**config.mk**
```make
export PLATFORM = sky130hd
export DESIGN_NAME = pse_ram
export DESIGN_NICKNAME = d
export VERILOG_FILES = /design/src/design/pse_ram.sv
export SDC_FILE = /design/constraint.sdc
export NUM_CORES = 1
export LEC_CHECK = 0
export ABC_AREA = 1
export BUFFER_PORTS_ARGS = -buffer_cell sky130_fd_sc_hd__buf_2
export CAP_MARGIN = 10
export CORE_ASPECT_RATIO = 0.9
export CORE_MARGIN = 4
export CORE_UTILIZATION = 30
export DETAILED_ROUTE_END_ITERATION = 6
export PLACE_DENSITY = 0.43
export SLEW_MARGIN = 15
export SYNTH_ARGS = -nofsm -noshare
export SYNTH_HDL_FRONTEND = slang
export SYNTH_SLANG_ARGS = --single-unit
```
**constraint.sdc**
```tcl
create_clock -name clk -period 2.4 [get_ports clk]
set_clock_uncertainty 0.1 [all_clocks]
set_input_delay 0.12 -clock clk [delete_from_list [all_inputs] [get_ports clk]]
set_output_delay 0.12 -clock clk [all_outputs]
set_load 0.01 [all_outputs]
```
**src/design/pse_ram.sv**
```systemverilog
`timescale 1ns / 1ps

module pse_ram #(
    parameter int WIDTH = 8,
    parameter int DEPTH = 128,
    localparam int AW   = $clog2(DEPTH)
) (
    input  logic             clk,
    input  logic             we,
    input  logic [AW-1:0]    waddr,
    input  logic [WIDTH-1:0] wdata,
    input  logic             re,
    input  logic [AW-1:0]    raddr,
    output logic [WIDTH-1:0] rdata
);

    logic [WIDTH-1:0] mem [DEPTH];

    always_ff @(posedge clk)
    begin
        if (we)
        begin
            mem[waddr] <= wdata;
        end
        if (re)
        begin
            rdata <= mem[raddr];
        end
    end

endmodule

```
Word-level counts from Yosys, hierarchy flattened
Memories as Yosys holds them, arrays and structs flattened. A register that Yosys moved wholly into a read port is not among the register bits.
Cells that the tools add are included.
{ "word_totals": {"reg_bits": 0, "ram_bits": 1024, "in_bits": 25, "output_inout_bits": 8, "word_cells": 3, "memories": 1} }
{ "memory_table": {"columns": ["name", "depth", "width", "rd", "rd_ports_with_merged_regs", "write_ports", "line_no", "text"], "rows": [
  ["mem", 128, 8, 1, 1, 1, "17", "logic [WIDTH-1:0] mem [DEPTH];"]
]} }
{ "op_classes": {"muxes": 2} }
{ "ops": {"columns": ["operator", "count"], "rows": [
  ["1-bit two-way mux", 2]
]} }

Longest topological paths before layout
{ "depth": {"word_depth": 2, "mapped_depth": 14, "ltp_nobuf": 11} }

Least setup slack after synthesis
OpenSTA, ideal clock, no wires.
{ "synth_timing": {"kind": "input to register", "start": "input we", "end": "memory mem[105][0] (enable)", "setup_time_ps": 370, "t_arrival_ps": 1106, "required_time_ps": 1930, "slack_ps": 824, "path_stages": 4, "path_buffers": 2, "path_cell_list": "clkbuf_1 -> nand2_1 -> clkbuf_1 -> nor2_1"} }
{ "synth_via": {"elab_chain_cells": 2} }
{ "synth_rtl": {"columns": ["item", "line_no", "text"], "rows": [
  ["start, declared", "9", "input logic we,"],
  ["1-bit two-way mux", "21", "if (we)"],
  ["1-bit two-way mux (implied by the code)", "23", "mem[waddr] <= wdata;"],
  ["end, declared", "17", null]
]} }
Every way passes these cells.

==> impl_metrics.toml <==
[yosys]
post_synth_num_cell_types = 13
postSynthAreaPerCell_sq_um = 11.8
yosysWarnings = 0
synth_fp_nets = 3600
yosysSeqAreaShare_pct = 73.5
syn_inst = 3575
synth_seq_cells = 1032
synthesis.area_sq_mm = 0.0422

[floorplanning]
rows = 130
die_y_microns = 364
initial_core_util_pct = 30.2
io_pins = 33
die_area_sq_mm = 0.147
die_x_microns = 403
core_area_sq_mm = 0.140

[timing]
holdWs_ns = 0.0793
fin_crit_ns = 2.25
clock.fmax_mhz = 445
worst-slew-pin-transition_ns = 0.676
setup_viol = 0
timing.final.crit_share_pct = 93.6
slew_violations = 0
finalHoldViolCount = 0
rsz0062_at_grt = "no"
max_slew_margin_pct = 54.9

[cts]
cts_sinks = 1032
worstSkewPairLatency_ns = 0.73
clock-root-buffer = "clkbuf_16"
clockBufferDepth = 3
htreeDepth = 3
post_cts_buffers = 0
clk_pin_slew_ns = 0.06
cts_tree = "yes"
cts_buffers = 116

[detailed_routing]
wl_mm = 131
drtIter0Drc = 2467
via_per_inst = 4.82
wl_per_cell_microns = 22.9
first_pass_iters = 5
drc = 0
postRouteAntennaNets = 0
vias = 27600

[place]
port-buffer-count = 32
gp_congestion = 0.803
dp_hpwl_mm = 78.3

[cells_and_area]
drive_gt1_share_pct = 11.9
seq_area_sq_mm = 0.0310
nFillCells = 13700
multiInputGateArea_sq_mm = 0.00977
post-route-util_pct = 35.7
area_delta_synth_final_pct = 18.0
nNetsFinal = 3808

[outcome]
status = "finished, final reports clean"

[worst_hold_path]
hold_class = "primary input to register"

[pwr]
p_per_area_mw_per_mm2 = 791
p_leak_uw = 0.0178
total_power_uw = 39400
ir_worst_vdd_v = 0.000583

[setup_path]
endpoint_kind = "register"
worstPathRequired_ns = 2.78
start_kind = "register"
path_max_fanout = 1
crit_type = "register to register"
crit_arrival_ns = 2.62

[grt]
grtUsageTotal_pct = 17.6
first_global_vias = 26800
grt_pass1_wl_mm = 190
grt_max_degree = 81
antenna_found_initial = 6
grt-ovfl-total = 0

[run]
maxCapViolCount = 0
[sequential cells by signal, indices dropped and copies added (netlist names)]
register and flops:
rdata 8, mem 1024
[cells in the mapped netlist]
cell type	count	area share [%]
inv_1	21	0.19
nor2_1	134	1.2
clkbuf_1	34	0.30
buf_1	14	0.12
buf_2	121	1.4
inv_2	2	0.018
buf_4	40	0.71
buf_6	22	0.59
edfxtp_1	1032	73
nand2_1	1215	11
nor3_1	8	0.095
nand3_1	931	11
inv_8	1	0.027
[what timing repair did]
item,in CTS,in global routing
resized for setup,0,2
endpoints found under the setup margin,0,1
hold buffers,16,0
endpoints found under the hold margin,740,0
[cell usage in the layout (no fill, tap or decap), drive strengths merged]
cell,Yosys,routed
clkinvlp,0,1
inv,24,25
buf,197,305
dlygate4sd3,0,16
bufinv,0,5
nand3,931,931
nand2,1215,1215
nor3,8,8
clkbuf,34,153
nor2,134,134
edfxtp,1032,1032
clkinv,0,52
diode,0,3
[worst max-delay path, cell delays in order, from the launching register on]
cell	delay, ns
edfxtp_1	0.36
nand2_1	0.07
nand3_1	0.09
nand3_1	0.14
nand3_1	0.10
nand2_1	0.08
nand2_1	0.08
nand3_1	0.20
nand2_1	0.09
nand2_1	0.06
nand2_1	0.06
dlygate4sd3_1	0.55
[metrics by stage]
step | setup TNS (ns) | worst slack, ns | area (sq um) | std cells
5_1_grt | 0 | 0.00121 | 49800 | 5725
4_1_cts | 0 | 0.114 | 49800 | 5725
2_1_floorplan | 0 | 0.824 | 42200 | 3575
3_3_place_gp | -0.313 | -0.133 | 46100 | 5497
6_report | 0 | 0.155 | 49800 | 5728
3_5_place_dp | -0.272 | -0.141 | 46100 | 5497
[report_power, final]
part | switching, uW | leakage (uW) | internal (uW) | total (uW)
Sequential | 31.5 | 0.00929 | 19900 | 19900
Combinational | 1930 | 0.00676 | 729 | 2660
Clock | 7220 | 0.00174 | 9560 | 16800
Total | 9180 | 0.0178 | 30200 | 39400
[layer usage]
layer	global-route usage [%]	routed length, microns	share of wire (%)
met1	26.0	63500	48
met2	26.7	57600	44
met3	2.92	6360	4.9
met4	5.06	3550	2.7
met5	0	0	0
[cell type report]
class	instances	area share [%]
Timing Repair Buffer	321	6.14
Antenna cell	3	0.0151
Clock inverter	59	0.872
Multi-Input combinational cell	2288	19.6
Clock buffer	153	6.24
Sequential cell	1032	62.2
Tap cell	1848	4.64
Inverter	24	0.234
[path summary, 6_finish.rpt]
| kind | slack, ns | cells after the start | endpoint | start |
|---|---|---|---|---|
| max | 0.15 | 11 | rdata[0] | mem[111][0] |
| min | 0.08 | 3 | mem[87][7] | we |
| max reg2reg | 0.15 | 11 | rdata[0] | mem[111][0] |
| min reg2reg | 0.91 | 10 | rdata[6] | mem[112][6] |
[kinds of logic (layout without fill, tap and decap cells)]
group                  count (synthesis)  in the layout  share of synthesized area (%)
and+or+nand+nor                     2288           2288                           23.1
buffers and inverters                255            557                           3.39
other                                  0              3                              0
DFF                                 1032           1032                           73.5
(Power assumes the default switching activity.)
