===== src/design/pse_pkg.sv =====
`timescale 1ns / 1ps

package pse_pkg;

    localparam int RUN_BYTES_DEF = 512;

    localparam int NUM_BANKS = 2;
    localparam int BANK_W    = $clog2(NUM_BANKS);

    localparam int BYTE_W  = 8;
    localparam int LANES   = 8;
    localparam int LANE_W  = $clog2(LANES);
    localparam int CHUNK_W = LANES * BYTE_W;
    localparam int CNT_W   = 4;

    localparam int MIN_LEN_W = 9;
    localparam int OFS_W     = 32;

    localparam int OUT_FIELDS_W = CHUNK_W + CNT_W + OFS_W;
    localparam int OUT_DATA_W   = ((OUT_FIELDS_W + 7) / 8) * 8;
    localparam int OUT_PAD_W    = OUT_DATA_W - OUT_FIELDS_W;

    localparam int CFG_IDX_W  = 2;
    localparam int CFG_DATA_W = 32;

    localparam logic [CFG_IDX_W-1:0] REG_MIN_LENGTH   = 2'd0;
    localparam logic [CFG_IDX_W-1:0] REG_WINDOW_START = 2'd1;
    localparam logic [CFG_IDX_W-1:0] REG_WINDOW_END   = 2'd2;

    localparam logic [MIN_LEN_W-1:0] MIN_LENGTH_RST = 9'd4;

    localparam logic [BYTE_W-1:0] CH_NUL   = 8'h00;
    localparam logic [BYTE_W-1:0] CH_TAB   = 8'h09;
    localparam logic [BYTE_W-1:0] CH_LF    = 8'h0A;
    localparam logic [BYTE_W-1:0] CH_SPACE = 8'h20;
    localparam logic [BYTE_W-1:0] CH_DEL   = 8'h7F;

    typedef struct packed {
        logic [MIN_LEN_W-1:0] min_length;
        logic [OFS_W-1:0]     window_start;
        logic [OFS_W-1:0]     window_end;
    } pse_cfg_t;

    function automatic logic is_printable(input logic [BYTE_W-1:0] c);
        return ((c >= CH_SPACE) && (c < CH_DEL)) || (c == CH_TAB);
    endfunction

endpackage


===== src/design/pse_back.sv =====
`timescale 1ns / 1ps

module pse_back #(
    parameter int RUN_BYTES = pse_pkg::RUN_BYTES_DEF,
    localparam int LEN_W    = $clog2(RUN_BYTES),
    localparam int ROW_W    = LEN_W - pse_pkg::LANE_W,
    localparam int ADDR_W   = pse_pkg::BANK_W + ROW_W
) (
    input  logic                         clk,
    input  logic                         rst_n,
    input  logic                         cmd_valid,
    output logic                         cmd_pop,
    input  logic [pse_pkg::BANK_W-1:0]   cmd_bank,
    input  logic [LEN_W-1:0]             cmd_len,
    input  logic [pse_pkg::OFS_W-1:0]    cmd_start,
    output logic                         rd_en,
    output logic [ADDR_W-1:0]            rd_addr,
    input  logic [pse_pkg::CHUNK_W-1:0]  rd_data,
    output logic                         done,
    output logic                         out_valid,
    input  logic                         out_ready,
    output logic [pse_pkg::CHUNK_W-1:0]  out_chunk,
    output logic [pse_pkg::CNT_W-1:0]    out_bytes,
    output logic [pse_pkg::OFS_W-1:0]    out_offset,
    output logic                         out_last
);

    import pse_pkg::*;

    typedef enum logic [0:0] {
        ST_IDLE,
        ST_LOAD
    } state_t;

    state_t              state_reg;
    logic [BANK_W-1:0]   bank_reg;
    logic [ROW_W-1:0]    row_reg;
    logic [LEN_W-1:0]    rem_reg;
    logic [OFS_W-1:0]    start_reg;
    logic                out_valid_reg;
    logic [CHUNK_W-1:0]  chunk_reg;
    logic [CNT_W-1:0]    bytes_reg;
    logic [OFS_W-1:0]    offset_reg;
    logic                last_reg;

    logic                last;
    logic [CNT_W-1:0]    n;
    logic [CHUNK_W-1:0]  masked;
    logic                load_ok;

    assign out_valid  = out_valid_reg;
    assign out_chunk  = chunk_reg;
    assign out_bytes  = bytes_reg;
    assign out_offset = offset_reg;
    assign out_last   = last_reg;

    always_comb
    begin
        last    = rem_reg <= LEN_W'(LANES);
        n       = last ? rem_reg[CNT_W-1:0] : CNT_W'(LANES);
        load_ok = !out_valid_reg || out_ready;
        for (int i = 0; i < LANES; i++)
        begin
            masked[i*BYTE_W +: BYTE_W] = (CNT_W'(i) < n) ? rd_data[i*BYTE_W +: BYTE_W] : '0;
        end

        cmd_pop = (state_reg == ST_IDLE) && cmd_valid;
        done    = (state_reg == ST_LOAD) && load_ok && last;

        unique case (state_reg)
            ST_IDLE:
            begin
                rd_en   = cmd_valid;
                rd_addr = {cmd_bank, {ROW_W{1'b0}}};
            end
            ST_LOAD:
            begin
                rd_en   = load_ok && !last;
                rd_addr = {bank_reg, row_reg + ROW_W'(1)};
            end
            default:
            begin
                rd_en   = 1'b0;
                rd_addr = '0;
            end
        endcase
    end

    always_ff @(posedge clk or negedge rst_n)
    begin
        if (!rst_n)
        begin
            state_reg     <= ST_IDLE;
            bank_reg      <= '0;
            row_reg       <= '0;
            rem_reg       <= '0;
            start_reg     <= '0;
            out_valid_reg <= 1'b0;
            chunk_reg     <= '0;
            bytes_reg     <= '0;
            offset_reg    <= '0;
            last_reg      <= 1'b0;
        end
        else
        begin
            unique case (state_reg)
                ST_IDLE:
                begin
                    if (out_ready)
                    begin
                        out_valid_reg <= 1'b0;
                    end
                    if (cmd_valid)
                    begin
                        bank_reg  <= cmd_bank;
                        rem_reg   <= cmd_len;
                        start_reg <= cmd_start;
                        row_reg   <= '0;
                        state_reg <= ST_LOAD;
                    end
                end
                ST_LOAD:
                begin
                    // load_ok low means the chunk is held, so valid stays up
                    if (load_ok)
                    begin
                        out_valid_reg <= 1'b1;
                        chunk_reg     <= masked;
                        bytes_reg     <= n;
                        offset_reg    <= start_reg;
                        last_reg      <= last;
                        if (last)
                        begin
                            state_reg <= ST_IDLE;
                        end
                        else
                        begin
                            rem_reg <= rem_reg - LEN_W'(LANES);
                            row_reg <= row_reg + ROW_W'(1);
                        end
                    end
                end
                default:
                begin
                    state_reg <= ST_IDLE;
                end
            endcase
        end
    end

endmodule


===== config.mk =====
export PLATFORM = sky130hd
export DESIGN_NAME = pse_back
export DESIGN_NICKNAME = d
export VERILOG_FILES = /design/src/design/pse_pkg.sv /design/src/design/pse_back.sv
export SDC_FILE = /design/constraint.sdc
export NUM_CORES = 1
export LEC_CHECK = 0
export ABC_AREA = 1
export BUFFER_PORTS_ARGS = -buffer_cell sky130_fd_sc_hd__buf_2
export CAP_MARGIN = 30
export CORE_MARGIN = 4
export CORE_UTILIZATION = 45
export CTS_CLUSTER_DIAMETER = 120
export CTS_CLUSTER_SIZE = 10
export DETAILED_ROUTE_END_ITERATION = 8
export HOLD_SLACK_MARGIN = 0.08
export MAX_ROUTING_LAYER = met4
export PLACE_DENSITY_LB_ADDON = 0.08
export SLEW_MARGIN = 20
export SYNTH_ARGS = -nofsm -noshare
export SYNTH_HDL_FRONTEND = slang
export SYNTH_SLANG_ARGS = --single-unit

===== constraint.sdc =====
create_clock -name clk -period 1.6 [get_ports clk]
set_input_delay 0.16 -clock clk [delete_from_list [all_inputs] [get_ports clk]]
set_output_delay 0.16 -clock clk [all_outputs]
set_load 0.01 [all_outputs]

# Word level (Yosys, flattened, before mapping)
# Cells that the tools add are included.
# totals
out_inout_bits	112
ramBits	0
romBits	0
latch_bits	0
elab_cells	63
register_bits	151
memories	0
# op_classes
addsub	2
muxes	26
bitwise_logic	1
n_eq_ne	4
shifts	0
magnitude_cmp	9
reduce_logical	11
div_mod_pow	0
n_mul	0
# op_table
operator	n
two-way mux 8 bit	8
two-way mux 9 bit	3
two-way mux 6 bit	3
case mux 9 bit (2 select lines)	1
< comparator 3 x 4 -> 1 bit (first input constant)	4
case mux 7 bit (2 select lines)	1
case mux 6 bit (2 select lines)	1
less-or-equal comparator 9 x 4 -> 1 bit (second input constant)	1
subtractor 9 x 4 -> 9 bit (second input constant)	1
< comparator 1 x 4 -> 1 bit (first input constant)	2
< comparator 2 x 4 -> 1 bit (first input constant)	2
adder 6 x 1 -> 6 bit (second input constant)	1
inequality test 2 bit (second input constant)	3
case mux 1 bit (2 select lines)	3
AND reduction 2 bit	3
two-way mux 1 bit	5
logical AND 1 bit	4
two-way mux 4 bit	1
AND reduction 3 bit	1
logical NOT 1 bit	2
inequality test 2 x 1 -> 1 bit (second input constant)	1
logical OR 1 bit	1
NOT 1 bit	1

# Depth between registers and ports, before layout
# depth
word_depth	4
depth_mapped	10
ltp_nobuf	10

# Worst setup path after synthesis
# OpenSTA, ideal clock, no wires.
# synth_path
path_type	register to register
from	register rem_reg[3]
to	register row_reg[2]
path_stages_with_launch	11
slack_ns	-0.026
arrival_ns	1.510
setup_ns	0.117
synth_period_minus_slack_ns	1.626
n_path_buf	1
required_ns	1.483
cell_sequence	dfrtp_1 -> inv_2 -> ha_1 -> inv_1 -> nor2_2 -> nand3_2 -> nand3_4 -> nand2_2 -> buf_6 -> nand2_1 -> nand2_1
# synth_via
elab_chain_cells	3
# synth_lines
element	line	source
start, declared	pse_back.sv:38	logic [LEN_W-1:0] rem_reg;
start signal, assigned	pse_back.sv:116	rem_reg <= cmd_len;
start signal, assigned	pse_back.sv:138	rem_reg <= rem_reg - LEN_W'(LANES);
less-or-equal comparator 9 x 4 -> 1 bit	pse_back.sv:59	last = rem_reg <= LEN_W'(LANES);
inequality test 2 bit (no source line)	--	
AND reduction 3 bit (no source line)	--	
end signal, assigned	pse_back.sv:139	row_reg <= row_reg + ROW_W'(1);
end, declared	pse_back.sv:37	logic [ROW_W-1:0] row_reg;
# Every way passes these cells.
# A chain may end at the register's enable or synchronous reset.

# Final worst setup path
# layout_path
from	register rem_reg[4]
to	output port done
# layout_via
elab_chain_cells	2
# layout_lines
element	line	source
less-or-equal comparator 9 x 4 -> 1 bit	pse_back.sv:59	
logical AND 1 bit	pse_back.sv:68	done = (state_reg == ST_LOAD) && load_ok && last;
end, declared	pse_back.sv:19	output logic done,
# Every way passes these cells.

==> metrics.txt <==
Post-Syn Area 6480 um^2; Hold Crit Depth 4; DRC 0; Ports 222; Startpoint Class flop; Final ANT Viol Nets 0; failing checks setup timing; met2 Usage GRT 39.6%; met3 Track Usage GR 4.83%; worst path required time 1.44 ns; cells on worst reg2reg path 11; Seq pwr share 35.5%; multi-input logic area 2500 um^2; worst-margin pin slew 0.483 ns; Netlist cell types 25; NumNets Final 1256; mean area per synthesized cell 8.27 um^2; post-synthesis compound-gate area fraction 5.12%; Yosys top cell area share 58.3%; pins over their slew limit 0; most repeated library cell on the critical path inv_2; synth top area cells dfrtp_1, nand2_1, inv_1; final worst path period share 109%; post-synthesis xor/xnor area fraction 0%; # Max-Cap Violations 0; mux contribution to synthesized area 0%; worst path cell trace inv_2 > ha_4 > inv_2 > nor2_4 > nand3_4 > nand2_2 > nand2_2 > inv_2 > buf_6; worst setup margin -0.150 ns; Synth async-reset ratio 100%; Die Wd 128 um; Fmax 0.571 GHz; layout filler cell count 1074; clock transition at the registers of the reported paths 0.06 ns; CORE AREA 14000 um^2; GR peak layer met2; Reg area 3780 um^2; final hold vios 0; DRT Pass-1 Iters 5; CTS Root Cell clkbuf_16; vias 6326; largest net degree at the start of global routing 50; Final Skew 0.00471 ns; chip height 128 um; worst reg2reg setup slack -0.11 ns; met1 usage 31.9%; #FFs+latches synth 151; GP Congestion 0.854; crit path launch rem_reg[4]; Switching Fraction 37.6%; Mapped Nets 895; CP Capture Type output port; n_diodes 0; IO buf count 221; Synth Area in Adders 0.386%; Total GRT Usage 25.0%; Syn-to-layout area delta 55.8%; post-DP HPWL 12700 um; number of synthesized flops with an enable pin 0; CTS buffer count 17; CP Buf/Inv Count 4; vias in the first global route 6261; initial core utilization 46.3%; crit path kind flop to output port; WL per Instance 14.6 um; final hold slack 0.106 ns; post-route minimum period 1.75 ns; total power divided by cell area 1820 nW/um^2; Clk Latency, worst-skew pair 0.42 ns; Util after Layout 72.1%; Worst Hold End out_chunk[33]; RSZ-0062 raised after global routing yes; leak pwr 5.47 nW; Synth top cells by count nand2_1, dfrtp_1, inv_1; largest family of logic cells by synthesized area simple AND/OR/NAND/NOR gates; maximum vdd drop 1180 uV; DP Worst Slack -0.0168 ns; YS warnings 0; P_sw 0.00689 W; family with the most delay on the worst path flip-flops; CTS tree built; Synth area leader dfrtp_1; Synth Instances 783; worst hold path class input pin to flop; Most used DFF post-synth dfrtp_1; Worst path slowest cell dfrtp_1; P_int 0.0115 W; Iteration-0 DRC Markers 418; worst r2r dst out_chunk[16]; WL final 19600 um; endpoints failing setup 58; setup tns final -4.01 ns; placed cell areas 7970 um^2; Clk network pwr share 23.3%; crit-path max FO 3; CP peak stage delay 0.40 ns; grt ovf 0; sequential area share after synthesis 58.3%; most frequent cell after synthesis nand2_1; Post-Synth Simple-Gate Area 29.4%; layout cells sized above 1 33.0%; Hold Path Origin rd_data[33]; global-route wire length before repair 31400 um; die area 16400 um^2; H-tree depth 4; clock buffer depth 2; WP depth 9; Largest register FFs 64; Vias/cell 4.73; initial antenna violation count 0; status complete, but fails checks; R2R Path Start rem_reg[4]; Combinational Power Share 41.2%; Clock Sinks 151; Critical Path AT 1.59 ns; num rows 43; Layout Cell Area excl Fill 10100 um^2; slew margin rel. 67.8%
-- metal layers --
layer / wire [um] / part of all wire [%]
met3: 1080 / 5.5
met1: 8420 / 43
met2: 9440 / 48
met4: 618 / 3.2
met5: 0 / 0
-- cell families (layout without fill, tap and decap cells) --
| family | count (synthesis) | in the layout |
|---|---|---|
| buffers and inverters | 105 | 479 |
| adder cells (fa/ha/maj) | 2 | 2 |
| AO/OA/AOI/OAI | 64 | 64 |
| AND/OR/NAND/NOR | 461 | 461 |
| flip-flops | 151 | 151 |
-- per-stage QoR --
step,std cells,power [W]
finish,1337,0.0183
global placement,1181,0.0130
floorplan,783,0.0102
global route,1337,0.0196
CTS,1332,0.0181
detailed placement,1181,0.0131
-- cell type report --
class / instances / share of cell area, %
repair buffers: 377 / 26.5
clock inverters: 11 / 1.70
clock buffers: 21 / 4.66
flip-flops and latches: 151 / 37.5
multi-input cells: 527 / 24.8
well taps: 180 / 2.23
inverters: 70 / 2.65
-- worst reg2reg max path: stages, from the launching register on --
cell and delay [ns]:
dfrtp_1 0.40, inv_2 0.08, ha_4 0.14, buf_4 0.11, buf_6 0.09, nand3_4 0.06, nor2_4 0.09, nand2_2 0.07
nor2_4 0.24, nand2_4 0.18, nand2_2 0.11, nand2_1 0.04
-- cells in the final DEF (no fill, tap or decap), types with 5 or more instances in the layout --
cell and instances:
buf_12 6, buf_2 218, buf_4 34, buf_6 12, clkbuf_16 17, clkinvlp_4 5
dfrtp_1 148, dlygate4sd3_1 107, inv_1 57, inv_2 11, nand2_1 325, nand2_2 28
nand3_1 32, nand3b_1 8, nor2_1 41, nor2_4 9, o21ai_0 37, o21ai_1 12
o21ai_2 8
-- what timing repair did --
| item | in CTS | in global routing |
|---|---|---|
| pin swaps | 17 | 16 |
| endpoints found under the hold margin | 155 | 0 |
| buffers inserted | 12 | 5 |
| endpoints found under the setup margin | 27 | 64 |
| gates resized for setup | 35 | 47 |
| hold buffers | 107 | 0 |
-- power groups by stage --
| stage | registers [W] | logic (W) | clock network [W] |
|---|---|---|---|
| floorplan | 0.00699 | 0.00324 | 0 |
| global route | 0.00670 | 0.00842 | 0.00452 |
| global placement | 0.00647 | 0.00649 | 0 |
| CTS | 0.00648 | 0.00729 | 0.00434 |
| detailed placement | 0.00651 | 0.00657 | 0 |
| finish | 0.00651 | 0.00756 | 0.00427 |
-- worst max-delay path by stage --
stage / end / slack (ns)
after CTS: done / -0.17
final: done / -0.15
after detailed placement: out_chunk[32] / -0.02
after global placement: rd_en / 0.02
after floorplan: out_chunk[10] / 0.007
after global routing: done / -0.25
Power figures use the tool's default switching activity.
