===== src/design/pse_pkg.sv =====
`timescale 1ns / 1ps

package pse_pkg;

    localparam int RUN_BYTES_DEF = 512;

    localparam int NUM_BANKS = 2;
    localparam int BANK_W    = $clog2(NUM_BANKS);

    localparam int BYTE_W  = 8;
    localparam int LANES   = 8;
    localparam int LANE_W  = $clog2(LANES);
    localparam int CHUNK_W = LANES * BYTE_W;
    localparam int CNT_W   = 4;

    localparam int MIN_LEN_W = 9;
    localparam int OFS_W     = 32;

    localparam int OUT_FIELDS_W = CHUNK_W + CNT_W + OFS_W;
    localparam int OUT_DATA_W   = ((OUT_FIELDS_W + 7) / 8) * 8;
    localparam int OUT_PAD_W    = OUT_DATA_W - OUT_FIELDS_W;

    localparam int CFG_IDX_W  = 2;
    localparam int CFG_DATA_W = 32;

    localparam logic [CFG_IDX_W-1:0] REG_MIN_LENGTH   = 2'd0;
    localparam logic [CFG_IDX_W-1:0] REG_WINDOW_START = 2'd1;
    localparam logic [CFG_IDX_W-1:0] REG_WINDOW_END   = 2'd2;

    localparam logic [MIN_LEN_W-1:0] MIN_LENGTH_RST = 9'd4;

    localparam logic [BYTE_W-1:0] CH_NUL   = 8'h00;
    localparam logic [BYTE_W-1:0] CH_TAB   = 8'h09;
    localparam logic [BYTE_W-1:0] CH_LF    = 8'h0A;
    localparam logic [BYTE_W-1:0] CH_SPACE = 8'h20;
    localparam logic [BYTE_W-1:0] CH_DEL   = 8'h7F;

    typedef struct packed {
        logic [MIN_LEN_W-1:0] min_length;
        logic [OFS_W-1:0]     window_start;
        logic [OFS_W-1:0]     window_end;
    } pse_cfg_t;

    function automatic logic is_printable(input logic [BYTE_W-1:0] c);
        return ((c >= CH_SPACE) && (c < CH_DEL)) || (c == CH_TAB);
    endfunction

endpackage


===== src/design/pse_cmd_fifo.sv =====
`timescale 1ns / 1ps

module pse_cmd_fifo #(
    parameter int WIDTH = 8
) (
    input  logic             clk,
    input  logic             rst_n,
    input  logic             push,
    input  logic [WIDTH-1:0] push_data,
    input  logic             pop,
    output logic             empty,
    output logic [WIDTH-1:0] head
);

    import pse_pkg::*;

    logic [WIDTH-1:0]  slots [NUM_BANKS];
    logic [BANK_W-1:0] wptr_reg, rptr_reg;
    logic [BANK_W:0]   count_reg;

    assign empty = (count_reg == '0);
    assign head  = slots[rptr_reg];

    // depth matches the bank count; the front never pushes when full
    always_ff @(posedge clk or negedge rst_n)
    begin
        if (!rst_n)
        begin
            wptr_reg  <= '0;
            rptr_reg  <= '0;
            count_reg <= '0;
        end
        else
        begin
            if (push)
            begin
                wptr_reg <= wptr_reg + BANK_W'(1);
            end
            if (pop)
            begin
                rptr_reg <= rptr_reg + BANK_W'(1);
            end
            count_reg <= count_reg + (BANK_W+1)'(push) - (BANK_W+1)'(pop);
        end
    end

    always_ff @(posedge clk)
    begin
        if (push)
        begin
            slots[wptr_reg] <= push_data;
        end
    end

endmodule


===== config.mk =====
export PLATFORM = sky130hd
export DESIGN_NAME = pse_cmd_fifo
export DESIGN_NICKNAME = d
export VERILOG_FILES = /design/src/design/pse_pkg.sv /design/src/design/pse_cmd_fifo.sv
export SDC_FILE = /design/constraint.sdc
export NUM_CORES = 1
export LEC_CHECK = 0
export ABC_AREA = 1
export BUFFER_PORTS_ARGS = -buffer_cell sky130_fd_sc_hd__buf_2
export CELL_PAD_IN_SITES_DETAIL_PLACEMENT = 0
export CELL_PAD_IN_SITES_GLOBAL_PLACEMENT = 1
export CORE_MARGIN = 5
export CORE_UTILIZATION = 35
export CTS_CLUSTER_DIAMETER = 200
export DETAILED_ROUTE_END_ITERATION = 8
export GPL_ROUTABILITY_DRIVEN = 0
export GPL_TIMING_DRIVEN = 0
export HOLD_SLACK_MARGIN = 0.15
export PLACE_DENSITY = 0.76
export REMOVE_ABC_BUFFERS = 1
export SLEW_MARGIN = 20
export SYNTH_ARGS = -nofsm -noshare
export SYNTH_HDL_FRONTEND = slang
export SYNTH_SLANG_ARGS = --single-unit
export TNS_END_PERCENT = 20

===== constraint.sdc =====
create_clock -name clk -period 1.2 [get_ports clk]
set_clock_uncertainty 0.1 [all_clocks]
set_input_delay 0.24 -clock clk [delete_from_list [all_inputs] [get_ports clk]]
set_output_delay 0.24 -clock clk [all_outputs]
set_load 0.01 [all_outputs]

======== Word level (Yosys, flattened, before mapping) ========
Memories as Yosys holds them, arrays and structs flattened.
Cells that the tools add are included.
operators by class
  $add $sub $neg .......................... 4
  multiplexer cells ....................... 2
  reductions and logical operators ........ 1
operators by type and width
  kind                                count
  adder 1 bit, second input constant  2
  adder 2 x 1 -> 2 bit                1
  logical NOT 2 bit                   1
  2-to-1 mux 1 bit                    2
  subtractor 2 x 1 -> 2 bit           1
storage, ports and cells
  register bits ........................... 4
  bits in writable memories ............... 16
  output and inout bits ................... 9
  memories ................................ 1
memory list
  memory  depth  width  read ports  clocked after Yosys merged registers in  wr ports  RTL line            text
  slots   2      8      1           0                                        1         pse_cmd_fifo.sv:17  logic [WIDTH-1:0] slots [NUM_BANKS];

======== Depth between registers and ports, before layout ========
Gate-level depths: netlist of the first run.
  depth after elaboration ................. 2
  depth in mapped cells ................... 7
  mapped depth without buffers ............ 7

======== Least setup slack after synthesis of the first run ========
No wires, ideal clock.
  path type ............................... register to register
  start ................................... reg wptr_reg
  end ..................................... mem slots[0][0] (enable)
  data arrival time ....................... 0.774 ns
  required time ........................... 0.730 ns
  slack ................................... -0.044 ns
  stages on the path, launching flop included .. 2
  cell sequence ........................... dfrtp_1 nor2_1
RTL lines
  item                    RTL line            text
  from (decl)             pse_cmd_fifo.sv:18  logic [BANK_W-1:0] wptr_reg, rptr_reg;
  from (signal assigned)  pse_cmd_fifo.sv:37  wptr_reg <= wptr_reg + BANK_W'(1);
  to (decl)               pse_cmd_fifo.sv:17
No word-level cell before the write port.

======== Worst setup path in the final report of the first run ========
  start ................................... reg rptr_reg
  end ..................................... out head[0]
on the way
  cells in the longest elaborated chain, start to end .. 1
ends and longest elaborated chain
  item                     RTL line            text
  from (decl)              pse_cmd_fifo.sv:18
  from (signal assigned)   pse_cmd_fifo.sv:41  rptr_reg <= rptr_reg + BANK_W'(1);
  memory read (2 x 8 bit)  -
  to (decl)                pse_cmd_fifo.sv:12  output logic [WIDTH-1:0] head
No other way between the ends.

==> flow_metrics.py, run 1 <==
metrics = {
    "final_layout": {
        "nFillCells": 210,
        "final_cell_area_um2": 1130,
        "largest_reg_flops": 16,
        "diodes": 0,
        "final_common_cell": "buf_2",
        "layout-area-overhead-vs-synth_pct": 36.9,
        "final_nets": 119,
        "final_core_util_pct": 50.7,
        "drive_gt1_share_pct": 37.5,
        "final_cell_mix": "20 x buf_2, 16 x edfxtp_1, 14 x inv_1, 11 x nand2_1, 11 x dlygate4sd3_1",
    },
    "timing": {
        "layout_setup_ws_ps": -288,
        "maxSlewHeadroom_pct": 81.5,
        "hold_viol": 0,
        "slew_viol_final": 0,
        "tightest_slew_ps": 278,
        "rsz0062_at_grt": "yes",
        "finalSetupViolations": 10,
        "fin_crit_ps": 1490,
        "max_freq_mhz": 672,
        "tns_ps": -2220,
        "hold_slack_ps": 172,
        "period_share_pct": 124,
    },
    "clock_tree": {
        "numClockSinks": 20,
        "cts.path.max_buffers": 2,
        "clk_latency_ps": 290,
        "clk_pin_slew_ps": 100,
        "numCtsBuffers": 3,
        "htree_levels": 1,
        "cts_tree": "yes",
        "root_buffer": "clkbuf_4",
    },
    "die": {
        "initial_utilization_pct": 37.0,
        "io_pins": 21,
        "core-area_um2": 2230,
        "die_h_um": 58.6,
        "die_w_um": 58.6,
        "die_area_um2": 3440,
        "num_rows": 17,
    },
    "global_routing": {
        "grt_start_max_net_pins": 12,
        "globalRoute.totalOverflow": 0,
        "antenna_found_initial": 0,
        "first_global_vias": 516,
        "grt_util_all_layers_pct": 8.41,
        "grt_first_pass_wirelength_um": 2140,
    },
    "synth": {
        "postSynthCellCount": 66,
        "ys_types": 12,
        "ys_seq_elements": 20,
        "synth_area_um2": 827,
        "yosys_warnings": 0,
        "syn_avg_cell_area_um2": 12.5,
        "ys_seq_area_share_pct": 70.2,
    },
    "worst_setup_path": {
        "critPathBufInv": 2,
        "slowest_delay_ps": 460,
        "worstSetupEndpoint": "head[0]",
        "r2r_start": "count_reg[0]$_DFF_PN0_",
        "cp_top_family": "flip-flops",
        "endpoint_kind": "output pin",
        "rr_worst_depth": 6,
        "path_class": "register to output pin",
        "crit_slowest_cell": "dfrtp_2",
        "critical_path.startpoint": "rptr_reg$_DFFE_PN0P_",
        "critPathMaxFanout": 7,
        "path_depth": 3,
        "crit_required_ps": 860,
        "arrival_ps": 1150,
        "startpoint_type": "register",
        "r2r-end": "count_reg[1]$_DFF_PN0_",
        "path_cells": "buf_4, o21ai_1, buf_2",
        "r2r_setup_slack_ps": 0,
    },
    "routing": {
        "wl_per_cell_um": 9.77,
        "drcViolationCount": 0,
        "via_per_inst": 4.09,
        "firstDrtPassIters": 2,
        "vias": 540,
        "antenna_left": 0,
        "initialDrtViolationCount": 6,
        "wl_um": 1290,
    },
    "run": {
        "drv_cap": 0,
    },
    "worst_hold_path": {
        "hold_path.class": "input port to asynchronous set/reset pin",
    },
    "placement": {
        "dp.final_hpwl_um": 849,
        "port_buffers": 20,
        "dp_slack_ps": -278,
        "place_area_um2": 931,
    },
    "outcome": {
        "status": "finished with violations",
        "violations": "negative setup slack",
    },
    "pwr": {
        "leakage_nw": 0.523,
        "p_per_area_nw_per_um2": 1980,
        "ir_drop_uv": 1130,
    },
}
-- worst min-delay path by stage --
stage | endpoint | startpoint
finish | wptr_reg$_DFFE_PN0P_ | rst_n
floorplan | count_reg[0]$_DFF_PN0_ | rst_n
global route | wptr_reg$_DFFE_PN0P_ | rst_n
detailed placement | wptr_reg$_DFFE_PN0P_ | rst_n
global placement | count_reg[0]$_DFF_PN0_ | rst_n
CTS | wptr_reg$_DFFE_PN0P_ | rst_n
-- synthesized netlist by cell type --
master     n  area share, %
edfxtp_1  16             58
inv_1     15            6.8
nand2_1   14            6.4
o21ai_0    5            3.0
dfrtp_1    4             12
o21ai_2    3            3.2
ha_1       2            3.0
nor2_1     2           0.91
xor2_1     2            2.1
buf_12     1            2.4
buf_6      1            1.4
nand3_1    1           0.60
-- repair_timing --
action	CTS	global route
setup endpoints to repair	18	19
resized for setup	8	7
pin swaps	1	2
buffers inserted	5	0
hold endpoints to repair	23	0
hold buffers	11	0
-- area by class of cell --
cell class | count | area [um2] | share of cell area [%]
repair buffers | 36 | 251 | 22.2
inverters | 15 | 56.3 | 4.97
flip-flops and latches | 20 | 582 | 51.4
well taps | 28 | 35.0 | 3.09
multi-input cells | 29 | 181 | 16.0
clock buffers | 4 | 26.3 | 2.32
-- worst reg2reg max path: stages (launching register included) --
cell and delay (ps):
dfrtp_1 360, inv_1 40, ha_1 260, inv_1 40, ha_1 180, nand3_1 80
nand2_1 50
-- cell families after synthesis --
kind of cell / after synthesis / share of synthesized area [%]
buffers and inverters: 17 / 10.6
adders and majority gates: 2 / 3.03
xor gates and xnor gates: 2 / 2.12
DFF: 20 / 70.2
AOI/OAI and AO/OA: 8 / 6.20
and+or+nand+nor: 17 / 7.87
-- power by group --
| group | internal, mW | switching [mW] | total (mW) | leakage, nW |
|---|---|---|---|---|
| Clock | 0.129 | 0.183 | 0.312 | 0.0150 |
| Sequential | 0.945 | 0.102 | 1.05 | 0.196 |
| Combinational | 0.417 | 0.465 | 0.881 | 0.311 |
| Total | 1.49 | 0.750 | 2.24 | 0.523 |
-- through the flow --
stage / power [mW] / instances
global placement: 1.70 / 112
floorplan: 1.45 / 64
detailed placement: 1.72 / 112
CTS: 2.22 / 132
finish: 2.24 / 132
global route: 2.43 / 132
-- routing by layer --
| metal | share of wire [%] | routed length (um) | GRT usage (%) | vias up |
|---|---|---|---|---|
| met1 | 43 | 558 | 10.3 | 240 |
| met3 | 7.9 | 102 | 2.85 | 0 |
| li1 | - | - | - | 285 |
| met5 | 0 | 0 | 0 | - |
| met2 | 49 | 628 | 13.9 | 15 |
| met4 | 0 | 0 | 2.91 | 0 |
No activity file was read; power rests on OpenSTA's default activity.
==> run 2, diff against run 1 <==
--- a/config.mk
+++ b/config.mk
@@ -6,7 +6,7 @@
 export NUM_CORES = 1
 export LEC_CHECK = 0
 export ABC_AREA = 1
-export BUFFER_PORTS_ARGS = -buffer_cell sky130_fd_sc_hd__buf_2
+export BUFFER_PORTS_ARGS = -buffer_cell sky130_fd_sc_hd__buf_4
 export CELL_PAD_IN_SITES_DETAIL_PLACEMENT = 0
 export CELL_PAD_IN_SITES_GLOBAL_PLACEMENT = 1
 export CORE_MARGIN = 5
==> run 2 against run 1 <==
  * The flow still finishes with violations (negative setup slack)
  * Setup slack worse by 13 ps
  * Critical path depth stayed put
  * Via count grew 3.5%
  * Utilization grew 5.5 points
  * Clock-buffer cell count shrank 1
  * Global-route usage increased by 0.56 points
  * First-iteration DRC count increased by 83%
  * Final cell count down 0.76%
  * Total power is 20% higher
  * Design area is 11% higher
  * Sequential share of layout area is 5.1 points lower
  * Maximum frequency down 0.87%
  * Critical endpoint is now head[3]
  * Largest power group is now combinational logic
  * Highest routed layer is now met4
==> flow_metrics.py, run 2 (synthesized netlist as in run 1, its figures left out) <==
metrics = {
    "outcome": {
        "status": "finished with violations",
        "violations": "negative setup slack",
    },
    "run": {
        "drv_cap": 0,
    },
    "global_routing": {
        "grt_first_pass_wirelength_um": 2280,
        "globalRoute.totalOverflow": 0,
        "grt_util_all_layers_pct": 8.97,
        "antenna_found_initial": 0,
        "grt_start_max_net_pins": 13,
        "first_global_vias": 542,
    },
    "timing": {
        "period_share_pct": 125,
        "tightest_slew_ps": 243,
        "max_freq_mhz": 666,
        "rsz0062_at_grt": "yes",
        "fin_crit_ps": 1500,
        "maxSlewHeadroom_pct": 83.8,
        "slew_viol_final": 0,
        "tns_ps": -2380,
        "layout_setup_ws_ps": -301,
        "finalSetupViolations": 9,
        "hold_viol": 0,
    },
    "placement": {
        "dp.final_hpwl_um": 864,
        "port_buffers": 20,
        "place_area_um2": 981,
    },
    "worst_setup_path": {
        "rr_worst_depth": 7,
        "path_class": "register to output pin",
        "critical_path.startpoint": "rptr_reg$_DFFE_PN0P_",
        "path_cells": "buf_4, o21ai_1, buf_4",
        "r2r-end": "count_reg[1]$_DFF_PN0_",
        "endpoint_kind": "output pin",
        "critPathMaxFanout": 5,
        "crit_slowest_cell": "dfrtp_2",
        "r2r_start": "count_reg[0]$_DFF_PN0_",
        "r2r_setup_slack_ps": 0,
        "cp_top_family": "flip-flops",
        "path_depth": 3,
        "arrival_ps": 1160,
        "worstSetupEndpoint": "head[3]",
        "startpoint_type": "register",
        "slowest_delay_ps": 470,
        "critPathBufInv": 2,
        "crit_required_ps": 860,
        "path_common_cell": "buf_4",
    },
    "pwr": {
        "intPower_mw": 1.85,
        "leakage_nw": 0.558,
        "power_frac_clock_pct": 19.9,
        "switchingPower_mw": 0.830,
        "ir_drop_uv": 1580,
        "seqPwrFrac_pct": 39.7,
        "switching_share_pct": 31.0,
        "p_per_area_nw_per_um2": 2130,
        "power_frac_comb_pct": 40.5,
    },
    "final_layout": {
        "final_nets": 118,
        "diodes": 0,
        "layout-area-overhead-vs-synth_pct": 51.9,
        "largest_reg_flops": 16,
        "nFillCells": 192,
        "regArea_um2": 582,
        "drive_gt1_share_pct": 43.7,
        "final_cell_mix": "22 x buf_4, 16 x edfxtp_1, 14 x inv_1, 11 x dlygate4sd3_1",
        "multi_input_area_um2": 216,
        "final_cell_area_um2": 1260,
        "final_common_cell": "buf_4",
    },
    "routing": {
        "drcViolationCount": 0,
        "via_per_inst": 4.27,
        "firstDrtPassIters": 4,
        "initialDrtViolationCount": 11,
        "vias": 559,
        "wl_per_cell_um": 10.4,
        "antenna_left": 0,
        "wl_um": 1360,
    },
    "clock_tree": {
        "numCtsBuffers": 3,
        "clk_latency_ps": 290,
        "htree_levels": 1,
        "root_buffer": "clkbuf_4",
        "cts.path.max_buffers": 2,
        "cts_tree": "yes",
        "clk_pin_slew_ps": 110,
        "numClockSinks": 20,
    },
    "die": {
        "core-area_um2": 2230,
        "die_area_um2": 3440,
        "die_w_um": 58.6,
        "io_pins": 21,
        "die_h_um": 58.6,
        "initial_utilization_pct": 37.0,
        "num_rows": 17,
    },
    "worst_hold_path": {
        "hold_path.class": "input port to asynchronous set/reset pin",
    },
}
run 2: cell count changes in the layout (fill, tap and decap cells not counted), moves of 2 or more:
cell     change
buf_4       +18
nand2_4      +2
buf_2       -20
nand2_1      -5
nand2_2      +3
run 2: power groups by stage:
stage | Sequential [mW] | Combinational (mW) | Clock (mW)
after CTS | 1.05 | 1.05 | 0.543
after floorplan | 1.07 | 0.388 | 0
final | 1.06 | 1.09 | 0.533
after global placement | 1.10 | 0.697 | 0
after detailed placement | 1.10 | 0.710 | 0
after global routing | 1.09 | 1.22 | 0.574
run 2: worst min path at each step:
stage,startpoint,end,slack [ps],depth (start not counted)
after global placement,rst_n,count_reg[0]$_DFF_PN0_,-60,1
final,rst_n,count_reg[0]$_DFF_PN0_,170,2
after global routing,rst_n,count_reg[1]$_DFF_PN0_,170,2
after floorplan,rst_n,count_reg[0]$_DFF_PN0_,-160,0
after CTS,rst_n,count_reg[1]$_DFF_PN0_,160,2
after detailed placement,rst_n,wptr_reg$_DFFE_PN0P_,-60,1
run 2: per-layer routing:
layer	GRT usage, %	vias to the layer above	share of wire (%)
met5	0	-	0
met4	1.94	0	0.96
met3	3.29	2	8.6
met2	15.6	21	48
met1	10.6	251	42
li1	-	285	-
run 2: worst register-to-register path, delay by kind of cell, from the launching register on:
family | cells | cell delay, ps
fa+ha+maj | 2 | 390
buf+inv | 3 | 160
flops | 1 | 360
simple gates | 2 | 90
run 2: layout make-up:
type                            instances  area share, %
Clock buffer                            3           1.79
Clock inverter                          1           2.39
Inverter                               15           4.78
Multi-Input combinational cell         29           17.2
Sequential cell                        20           46.3
Tap cell                               28           2.79
Timing Repair Buffer                   35           24.7
run 2: per-stage QoR:
stage / setup WS [ps] / utilization (%) / hold WS, ps / std cells / power (mW)
2_1_floorplan: -43.8 / - / -156 / 64 / 1.45
3_3_place_gp: -246 / 43.9 / -59.6 / 112 / 1.80
3_5_place_dp: -222 / 43.9 / -57.1 / 112 / 1.81
4_1_cts: -307 / 54.9 / 158 / 131 / 2.64
5_1_grt: -372 / 56.2 / 173 / 131 / 2.88
6_report: -301 / 56.2 / 169 / 131 / 2.68
run 2: repair_timing:
item	4_1_cts	5_1_grt
setup buffers	4	0
gates resized for setup	17	7
setup endpoints to repair	18	19
endpoints found under the hold margin	23	0
pin swaps	4	1
hold buffers	11	0
