## src/design/pse_pkg.sv

```systemverilog
`timescale 1ns / 1ps

package pse_pkg;

    localparam int RUN_BYTES_DEF = 512;

    localparam int NUM_BANKS = 2;
    localparam int BANK_W    = $clog2(NUM_BANKS);

    localparam int BYTE_W  = 8;
    localparam int LANES   = 8;
    localparam int LANE_W  = $clog2(LANES);
    localparam int CHUNK_W = LANES * BYTE_W;
    localparam int CNT_W   = 4;

    localparam int MIN_LEN_W = 9;
    localparam int OFS_W     = 32;

    localparam int OUT_FIELDS_W = CHUNK_W + CNT_W + OFS_W;
    localparam int OUT_DATA_W   = ((OUT_FIELDS_W + 7) / 8) * 8;
    localparam int OUT_PAD_W    = OUT_DATA_W - OUT_FIELDS_W;

    localparam int CFG_IDX_W  = 2;
    localparam int CFG_DATA_W = 32;

    localparam logic [CFG_IDX_W-1:0] REG_MIN_LENGTH   = 2'd0;
    localparam logic [CFG_IDX_W-1:0] REG_WINDOW_START = 2'd1;
    localparam logic [CFG_IDX_W-1:0] REG_WINDOW_END   = 2'd2;

    localparam logic [MIN_LEN_W-1:0] MIN_LENGTH_RST = 9'd4;

    localparam logic [BYTE_W-1:0] CH_NUL   = 8'h00;
    localparam logic [BYTE_W-1:0] CH_TAB   = 8'h09;
    localparam logic [BYTE_W-1:0] CH_LF    = 8'h0A;
    localparam logic [BYTE_W-1:0] CH_SPACE = 8'h20;
    localparam logic [BYTE_W-1:0] CH_DEL   = 8'h7F;

    typedef struct packed {
        logic [MIN_LEN_W-1:0] min_length;
        logic [OFS_W-1:0]     window_start;
        logic [OFS_W-1:0]     window_end;
    } pse_cfg_t;

    function automatic logic is_printable(input logic [BYTE_W-1:0] c);
        return ((c >= CH_SPACE) && (c < CH_DEL)) || (c == CH_TAB);
    endfunction

endpackage

```

## src/design/pse_front.sv

```systemverilog
`timescale 1ns / 1ps

module pse_front #(
    parameter int RUN_BYTES = pse_pkg::RUN_BYTES_DEF,
    localparam int LEN_W    = $clog2(RUN_BYTES),
    localparam int ROW_W    = LEN_W - pse_pkg::LANE_W,
    localparam int ADDR_W   = pse_pkg::BANK_W + ROW_W
) (
    input  logic                        clk,
    input  logic                        rst_n,
    input  pse_pkg::pse_cfg_t           cfg,
    input  logic                        in_valid,
    output logic                        in_ready,
    input  logic [pse_pkg::BYTE_W-1:0]  in_data,
    input  logic                        in_file_start,
    input  logic                        room,
    output logic                        ram_we,
    output logic [pse_pkg::LANE_W-1:0]  ram_lane,
    output logic [ADDR_W-1:0]           ram_addr,
    output logic [pse_pkg::BYTE_W-1:0]  ram_data,
    output logic                        cmd_push,
    output logic [pse_pkg::BANK_W-1:0]  cmd_bank,
    output logic [LEN_W-1:0]            cmd_len,
    output logic [pse_pkg::OFS_W-1:0]   cmd_start
);

    import pse_pkg::*;

    localparam int CMP_W = (LEN_W > MIN_LEN_W) ? LEN_W : MIN_LEN_W;

    logic [OFS_W-1:0]  pos_reg, pos_next, pos;
    logic [LEN_W-1:0]  len_reg, len_next, len;
    logic [BANK_W-1:0] bank_reg, bank_next;
    logic              outside, term, long_run, enough, accept;

    assign in_ready = room;

    always_comb
    begin
        pos      = in_file_start ? '0 : pos_reg;
        len      = in_file_start ? '0 : len_reg;
        outside  = (pos < cfg.window_start) ||
                   ((cfg.window_end != '0) && (pos >= cfg.window_end));
        term     = (in_data == CH_NUL) || (in_data == CH_LF);
        long_run = len >= LEN_W'(RUN_BYTES - 1);
        enough   = CMP_W'(len) >= CMP_W'(cfg.min_length);
        accept   = in_valid && room;

        pos_next  = pos_reg;
        len_next  = len_reg;
        bank_next = bank_reg;
        ram_we    = 1'b0;
        cmd_push  = 1'b0;

        if (accept)
        begin
            pos_next = pos + 1'b1;
            if (outside)
            begin
                len_next = '0;
            end
            else if ((term && enough) || long_run)
            begin
                cmd_push  = 1'b1;
                len_next  = '0;
                bank_next = bank_reg + BANK_W'(1);
            end
            else if (is_printable(in_data))
            begin
                ram_we   = 1'b1;
                len_next = len + 1'b1;
            end
            else
            begin
                len_next = '0;
            end
        end

        ram_lane  = len[LANE_W-1:0];
        ram_addr  = {bank_reg, len[LEN_W-1:LANE_W]};
        ram_data  = in_data;
        cmd_bank  = bank_reg;
        cmd_len   = len;
        cmd_start = pos - OFS_W'(len);
    end

    always_ff @(posedge clk or negedge rst_n)
    begin
        if (!rst_n)
        begin
            pos_reg  <= '0;
            len_reg  <= '0;
            bank_reg <= '0;
        end
        else
        begin
            pos_reg  <= pos_next;
            len_reg  <= len_next;
            bank_reg <= bank_next;
        end
    end

endmodule

```

## config.mk

```make
export PLATFORM = sky130hd
export DESIGN_NAME = pse_front
export DESIGN_NICKNAME = d
export VERILOG_FILES = /design/src/design/pse_pkg.sv /design/src/design/pse_front.sv
export SDC_FILE = /design/constraint.sdc
export NUM_CORES = 1
export LEC_CHECK = 0
export BUFFER_PORTS_ARGS = -buffer_cell sky130_fd_sc_hd__buf_2
export CAP_MARGIN = 10
export CORE_ASPECT_RATIO = 1.1
export CORE_MARGIN = 4
export CORE_UTILIZATION = 49
export CTS_BUF_LIST = sky130_fd_sc_hd__clkbuf_4 sky130_fd_sc_hd__clkbuf_8 sky130_fd_sc_hd__clkbuf_16
export CTS_CLUSTER_SIZE = 20
export DETAILED_ROUTE_END_ITERATION = 10
export PLACE_DENSITY = 0.84
export SYNTH_ARGS = -nofsm -noshare
export SYNTH_HDL_FRONTEND = slang
export SYNTH_SLANG_ARGS = --single-unit
```

## constraint.sdc

```tcl
create_clock -name clk -period 3 [get_ports clk]
set_input_delay 0.3 -clock clk [delete_from_list [all_inputs] [get_ports clk]]
set_output_delay 0.3 -clock clk [all_outputs]
set_load 0.01 [all_outputs]
```

## Word-level counts from Yosys, hierarchy flattened

Index checks and enable logic that the tools add are counted.
Widths: inputs -> output; s select.

| word-level totals | value |
|---|---|
| bits in latches | 0 |
| input bits | 86 |
| word-level logic and storage cells | 39 |
| bits in writable memories | 0 |
| memories kept | 0 |
| memory bits (read-only) | 0 |
| flip-flop bits (word level) | 42 |

| cells by class | value |
|---|---|
| add/sub/neg operators | 4 |
| reduce and logical (&&, ||, !) cells | 11 |
| multipliers | 0 |
| eq/ne operators | 2 |
| divide/modulo/power cells | 0 |
| shifts and indexed selects | 0 |
| mux-type cells | 12 |
| magnitude comparators | 6 |
| bitwise operators | 1 |

Operators with widths:

| operator | number |
|---|---|
| $mux 9 | 4 |
| $add 32x1->32 const B | 1 |
| $ge 32x32->1 | 1 |
| $lt 32x32->1 | 1 |
| $mux 32 | 1 |
| $reduce_bool 32->1 | 1 |
| $sub 32x9->32 | 1 |
| $eq 8x4->1 const B | 2 |
| $add 9x1->9 const B | 1 |
| $ge 9x9->1 | 1 |
| $ge 9x9->1 const B | 1 |
| $ge 8x6->1 const B | 1 |
| $logic_not 8->1 | 1 |
| $lt 8x7->1 const B | 1 |
| $mux 1 | 7 |
| $logic_and 1x1->1 | 4 |
| $logic_or 1x1->1 | 4 |
| $reduce_and 3->1 | 1 |
| $add 1x1->1 const B | 1 |
| $not 1->1 | 1 |

## Logic depth before layout (Yosys ltp)

Gate-level depths: netlist of the first run.

| logic depth | value |
|---|---|
| depth after elaboration | 7 |
| gate-level depth with buffers | 15 |
| gate-level depth less buffers | 12 |

## Least setup slack after synthesis of the first run

Ideal clock, no wire load.

| timing path | value |
|---|---|
| path type | input to output |
| start point | input port in_file_start |
| end point | output port cmd_start[17] (netlist bit) |
| stages on the path | 12 |
| data required time | 2.700 ns |
| buffers on the path | 4 |
| path slack | -0.344 ns |
| arrival | 3.044 ns |
| cell sequence | buf_4 -> buf_4 -> buf_4 -> clkbuf_1 -> nor2b_1 -> ha_1 -> a21oi_1 -> o21ai_0 -> a31oi_1 -> a21oi_1 -> or3_1 -> a222oi_1 |

| on the way | value |
|---|---|
| cells in the longest elaborated chain, start to end | 2 |

RTL lines:

| item | RTL line | source |
|---|---|---|
| from (decl) | pse_front.sv:15 | `input logic in_file_start,` |
| $mux 32 / $mux 9 (equally long branches) | pse_front.sv:40, pse_front.sv:41 |  |
| $sub 32x9->32 (*) | pse_front.sv:84 | `cmd_start = pos - OFS_W'(len);` |
| to (decl) | pse_front.sv:24 | `output logic [pse_pkg::OFS_W-1:0] cmd_start` |

Every way passes the cells marked *; elsewhere a longest branch is shown, timed or not.

## Final worst setup path of the first run

Same ends and word-level chain as after synthesis.

==> results.json, run 1 <==
{
  "drv_slew": 0,
  "avgRoutedWirePerCell_um": 16.9,
  "clock_sinks": 42,
  "dieArea_um2": 12700,
  "slew_headroom": 0.296,
  "crit_path_start_kind": "input port",
  "drc": 0,
  "syn_area_um2": 5380,
  "boundaryPins": 149,
  "globalplace.congestion": 0.963,
  "crit_path_start": "in_file_start",
  "via_per_inst": 5.59,
  "wirelength_um": 18100,
  "worst_pin_slew_ns": 1.05,
  "cp_data_arrival_time_ns": 2.85,
  "dp.cells": 1042,
  "rr_startpoint": "len_reg[0]",
  "diodes": 0,
  "critPathMaxFanout": 6,
  "cpLargestDelayFamily": "compound AO/OA/AOI/OAI gates",
  "rsz0062_at_grt": "yes",
  "final_common_cell": "buf_2",
  "grt_usage": 0.268,
  "syn2layout_area_growth_pct": 38.0,
  "htreeDepth": 2,
  "synth-edff-count": 0,
  "clockBufferDepth": 2,
  "hold_buffers": 0,
  "final_area_um2": 7430,
  "synthFlopType": "dfrtp_1",
  "hold_path.class": "in -> async",
  "hpwl_um": 14200,
  "largest_register_ffs": 32,
  "setup_slack_ns": -0.152,
  "die_width_um": 108,
  "status": "finished, violations left",
  "power_density_nw_per_um2": 309,
  "cap_violations": 0,
  "yosysWarnings": 0,
  "ys_seq_area_frac": 0.195,
  "crit_buf_inv": 4,
  "final_cell_mix": "buf_2, buf_4, nand2_1, inv_1, ha_1",
  "grt_pass1_vias": 5799,
  "drive_gt1_frac": 0.363,
  "fin_worst_skew_ns": 0.00848,
  "antenna_found_initial": 0,
  "ir_worst_vdd_mv": 0.303,
  "gr-total-overflow": 0,
  "fp.dieH_um": 118,
  "violations": "setup timing",
  "async_reset_ff_frac": 1.00,
  "end_kind": "output pin",
  "crit_required_ns": 2.70,
  "timing.final.crit_share": 1.05,
  "hold_slack_ns": 0.183,
  "crit_chain": "buf_2 > inv_4 > buf_4 > nand2_1 > ha_1 > a21oi_2 > o21ai_1 > a31oi_1 > a21oi_2 > or3_4 > a222oi_1 > buf_2",
  "numCtsBuffers": 5,
  "syn_inst": 703,
  "row_count": 39,
  "leakage_uw": 0.00410,
  "synth_nets": 871,
  "hold_viol": 0,
  "drt_iter0_drc": 375,
  "slowest_delay_ns": 0.47,
  "grt_pass1_wl_um": 27600,
  "dpl_cell_area_um2": 6780,
  "ys_types": 65,
  "core_area_um2": 10500,
  "final_cells": 1069,
  "ant_nets": 0,
  "slowest_stage": "a222oi_1",
  "clkTransAtPathRegs_ns": 0.06,
  "grt_max_degree": 43,
  "tns_ns": -0.164,
  "initial_core_util": 0.511,
  "max_freq_ghz": 0.317,
  "first_pass_iters": 5,
  "root_buffer": "clkbuf_16",
  "final_nets": 1093,
  "cts_tree": "yes",
  "setup_violations": 2,
  "portBuffers": 148,
  "fin_crit_ns": 3.15,
  "clkLatencyLatePin_ns": 0.28,
  "worstSetupPathType": "in -> out",
  "synth.avg_cell_area_um2": 7.65,
  "synth_seq_cells": 42,
  "via_count": 5979
}
==> cell usage after synthesis (all sizes together) (10+ instances only) <==
library cell	instances	area share
nor2	39	0.027
nand2	90	0.063
and3	10	0.012
ha	81	0.19
a21oi	33	0.031
nor2b	31	0.037
xnor2	28	0.046
clkbuf	12	0.0084
nor4	19	0.030
buf	26	0.035
nand4	21	0.027
a21o	12	0.017
xor2	29	0.047
inv	87	0.061
nor3	18	0.018
o21ai	33	0.033
nand3	21	0.021
dfrtp	42	0.20
==> cell families after synthesis <==
kind of cell / count (synthesis) / synth area share
multiplexers: 1 / 0.00209
AND/OR/NAND/NOR: 280 / 0.275
adder cells (fa/ha/maj): 82 / 0.192
XOR/XNOR: 57 / 0.0928
buffers and inverters: 125 / 0.104
AO/OA/AOI/OAI: 116 / 0.139
flip-flops: 42 / 0.195
==> what timing repair did <==
| action | 4_1_cts | 5_1_grt |
|---|---|---|
| pin swaps | 15 | 24 |
| endpoints found under the setup margin | 19 | 25 |
| resized for setup | 20 | 55 |
| buffers inserted | 10 | 9 |
==> report_power, final <==
part           leakage (uW)  switching [uW]  internal (uW)
Clock             0.0000850             225            412
Sequential         0.000575            13.3            581
Combinational       0.00344             563            501
==> layer usage <==
| layer | GRT usage | vias to the layer above | wire [um] |
|---|---|---|---|
| li1 | - | 2849 | - |
| met1 | 0.322 | 2788 | 7080 |
| met2 | 0.454 | 281 | 8700 |
| met3 | 0.0411 | 61 | 1330 |
| met4 | 0.142 | 0 | 1010 |
| met5 | 0 | - | 0 |
==> final timing paths <==
path,to,slack (ns),cells after the start
max reg2reg,len_reg[4],0.30,14
max,cmd_start[17],-0.15,12
max in group asynchronous,pos_reg[13],2.13,1
min in group clk,pos_reg[3],0.45,3
min,pos_reg[30],0.18,1
min reg2reg,cmd_bank,0.50,1
==> final cells by class <==
cell class | count | area, um2
fillers | 827 | 3110
clock buffers | 7 | 140
repair buffers | 253 | 1570
multi-input cells | 536 | 4130
inverters | 87 | 332
clock inverters | 1 | 30.0
flip-flops and latches | 42 | 1050
well taps | 143 | 179
==> metrics by stage <==
stage / setup WS [ns] / total power (uW) / util
5_1_grt: -0.195 / 2420 / 0.705
2_1_floorplan: -0.0175 / 1120 / -
6_report: -0.152 / 2290 / 0.705
3_5_place_dp: -0.154 / 1500 / 0.643
4_1_cts: -0.0295 / 2180 / 0.674
3_3_place_gp: -0.0914 / 1490 / 0.643
(Power assumes the default switching activity.)
==> run 2: changes to the inputs <==
--- a/config.mk
+++ b/config.mk
@@ -8,12 +8,12 @@
 export BUFFER_PORTS_ARGS = -buffer_cell sky130_fd_sc_hd__buf_2
 export CAP_MARGIN = 10
 export CORE_ASPECT_RATIO = 1.1
-export CORE_MARGIN = 4
-export CORE_UTILIZATION = 49
+export CORE_MARGIN = 5
+export CORE_UTILIZATION = 54
 export CTS_BUF_LIST = sky130_fd_sc_hd__clkbuf_4 sky130_fd_sc_hd__clkbuf_8 sky130_fd_sc_hd__clkbuf_16
 export CTS_CLUSTER_SIZE = 20
 export DETAILED_ROUTE_END_ITERATION = 10
-export PLACE_DENSITY = 0.84
+export PLACE_DENSITY = 0.87
 export SYNTH_ARGS = -nofsm -noshare
 export SYNTH_HDL_FRONTEND = slang
 export SYNTH_SLANG_ARGS = --single-unit
==> constraint.sdc (replaced) <==
create_clock -name clk -period 3.11 [get_ports clk]
set_input_delay 0.311 -clock clk [delete_from_list [all_inputs] [get_ports clk]]
set_output_delay 0.311 -clock clk [all_outputs]
set_load 0.01 [all_outputs]
==> run 2 against run 1 <==
  * The run still ends with setup timing left
  * Sequential power shrank 3%
  * Worst setup slack lost 0.083 ns
  * Register-to-register slack is essentially flat
  * Clock-buffer cell count shrank 2
  * Non-clock buffer count shrank 10
  * Power shrank 12%
  * Die area shrank 5.2%
  * Critical path type is now reg -> out
==> results.json, run 2 (synthesis gave the netlist of run 1 again) <==
{
  "status": "finished, violations left",
  "violations": "setup timing",
  "fin_worst_skew_ns": 0.0173,
  "dp_slack_ns": -0.108,
  "critPathMaxFanout": 4,
  "cts_tree": "yes",
  "avgRoutedWirePerCell_um": 18.4,
  "crit_buf_inv": 3,
  "rsz0062_at_grt": "yes",
  "drt_iter0_drc": 450,
  "diodes": 0,
  "drive_gt1_frac": 0.352,
  "syn2layout_area_growth_pct": 34.0,
  "final_common_cell": "buf_2",
  "clkLatencyLatePin_ns": 0.31,
  "crit_chain": "nand2_1 > inv_2 > ha_1 > inv_2 > fa_2 > o21bai_1 > a21boi_2 > o21ai_2 > a21oi_4 > or4_1 > a21o_1 > buf_2",
  "first_pass_iters": 7,
  "initial_core_util": 0.549,
  "drv_slew": 0,
  "cp_data_arrival_time_ns": 3.03,
  "crit-reg2reg-capture": "len_reg[3]",
  "rr_startpoint": "pos_reg[27]",
  "leakage_uw": 0.00401,
  "gr-total-overflow": 0,
  "cp_common_cell": "inv_2",
  "max_freq_ghz": 0.299,
  "setup_slack_ns": -0.235,
  "portBuffers": 148,
  "htreeDepth": 2,
  "grt_pass1_wl_um": 27800,
  "worstSetupPathType": "reg -> out",
  "hold_viol": 0,
  "drc": 0,
  "hold_path.class": "in -> async",
  "root_buffer": "clkbuf_8",
  "ir_worst_vdd_mv": 0.401,
  "final_nets": 1083,
  "end_kind": "output pin",
  "hold_slack_ns": 0.161,
  "row_count": 38,
  "cpLargestDelayFamily": "compound AO/OA/AOI/OAI gates",
  "ff2ff_setup_slack_ns": 0.30,
  "hpwl_um": 13800,
  "crit_required_ns": 2.80,
  "ant_nets": 0,
  "cap_violations": 0,
  "wirelength_um": 19000,
  "numCtsBuffers": 5,
  "grt_usage": 0.278,
  "dieArea_um2": 12100,
  "clockBufferDepth": 2,
  "slowest_delay_ns": 0.55,
  "dp.cells": 1005,
  "final_cell_mix": "buf_2, buf_4, nand2_1, inv_1, ha_1",
  "antenna_found_initial": 0,
  "fp.dieH_um": 115,
  "clock_sinks": 42,
  "boundaryPins": 149,
  "crit_path_start_kind": "register",
  "final_cells": 1036,
  "via_count": 6259,
  "ff2ff_path_depth": 11,
  "slew_headroom": 0.339,
  "die_width_um": 105,
  "worst_pin_slew_ns": 0.991,
  "hold_buffers": 0,
  "clkTransAtPathRegs_ns": 0.10,
  "fillers": 708,
  "grt_pass1_vias": 6110,
  "slowest_stage": "or4_1",
  "setup_violations": 11,
  "globalplace.congestion": 1.02,
  "grt_max_degree": 45,
  "largest_register_ffs": 32,
  "core_area_um2": 9790,
  "timing.final.crit_share": 1.08,
  "via_per_inst": 6.04,
  "fin_crit_ns": 3.34,
  "power_density_nw_per_um2": 280
}
==> run 2: how the worst max path moves through the flow <==
stage | to | cells after the start | slack, ns | startpoint
after floorplan | cmd_start[17] | 11 | -0.03 | in_file_start
after global placement | cmd_start[20] | 14 | -0.01 | in_file_start
after detailed placement | cmd_start[20] | 14 | -0.11 | in_file_start
after CTS | cmd_start[20] | 12 | -0.004 | len_reg[0]
after global routing | cmd_start[17] | 8 | -0.30 | len_reg[4]
final | cmd_start[20] | 12 | -0.23 | len_reg[0]
==> run 2: worst reg2reg max path: stages (launching register included) <==
cell and delay, ns:
dfrtp_1 0.46, nor2b_2 0.21, buf_4 0.14, ha_1 0.31, nand4_1 0.18, nor4_2 0.19
buf_4 0.16, nand4_1 0.11, o2111ai_2 0.30, nand3_2 0.16, buf_4 0.20, o31ai_1 0.29
==> run 2: per-stage QoR <==
| stage | utilization | power [uW] | instance area, um2 | TNS [ns] |
|---|---|---|---|---|
| finish | 0.736 | 2020 | 7210 | -0.979 |
| global route | 0.736 | 2110 | 7210 | -2.10 |
| CTS | 0.703 | 1850 | 6880 | -0.00410 |
| detailed placement | 0.675 | 1410 | 6620 | -0.314 |
| global placement | 0.675 | 1390 | 6620 | -0.0206 |
| floorplan | - | 1070 | 5410 | -0.0348 |
==> run 2: what timing repair did <==
item | CTS | global route
setup endpoints to repair | 18 | 24
buffers inserted | 12 | 11
pin swaps | 13 | 30
resized for setup | 18 | 53
cloned | 0 | 1
endpoints found under the hold margin | 0 | 0
==> run 2: area by class of cell <==
type | count | area, um2 | share of cell area
flip-flops and latches | 42 | 1050 | 0.146
well taps | 120 | 150 | 0.0208
inverters | 87 | 329 | 0.0456
multi-input cells | 536 | 4100 | 0.569
clock inverters | 3 | 28.8 | 0.00399
repair buffers | 243 | 1480 | 0.205
clock buffers | 5 | 68.8 | 0.00955
==> run 2: metal layers <==
metal  up-vias  wire length, um  part of all wire  track usage
met4         0             1270             0.067        0.152
met3       113             1720             0.090       0.0592
met5         -                0                 0            0
li1       2820                -                 -            -
met2       412             9180              0.48        0.489
met1      2914             6850              0.36        0.312
==> run 2: power breakdown <==
| group | leakage (uW) | switching (uW) | internal [uW] |
|---|---|---|---|
| logic | 0.00339 | 550 | 489 |
| clock network | 0.0000506 | 236 | 169 |
| registers | 0.000574 | 16.3 | 559 |
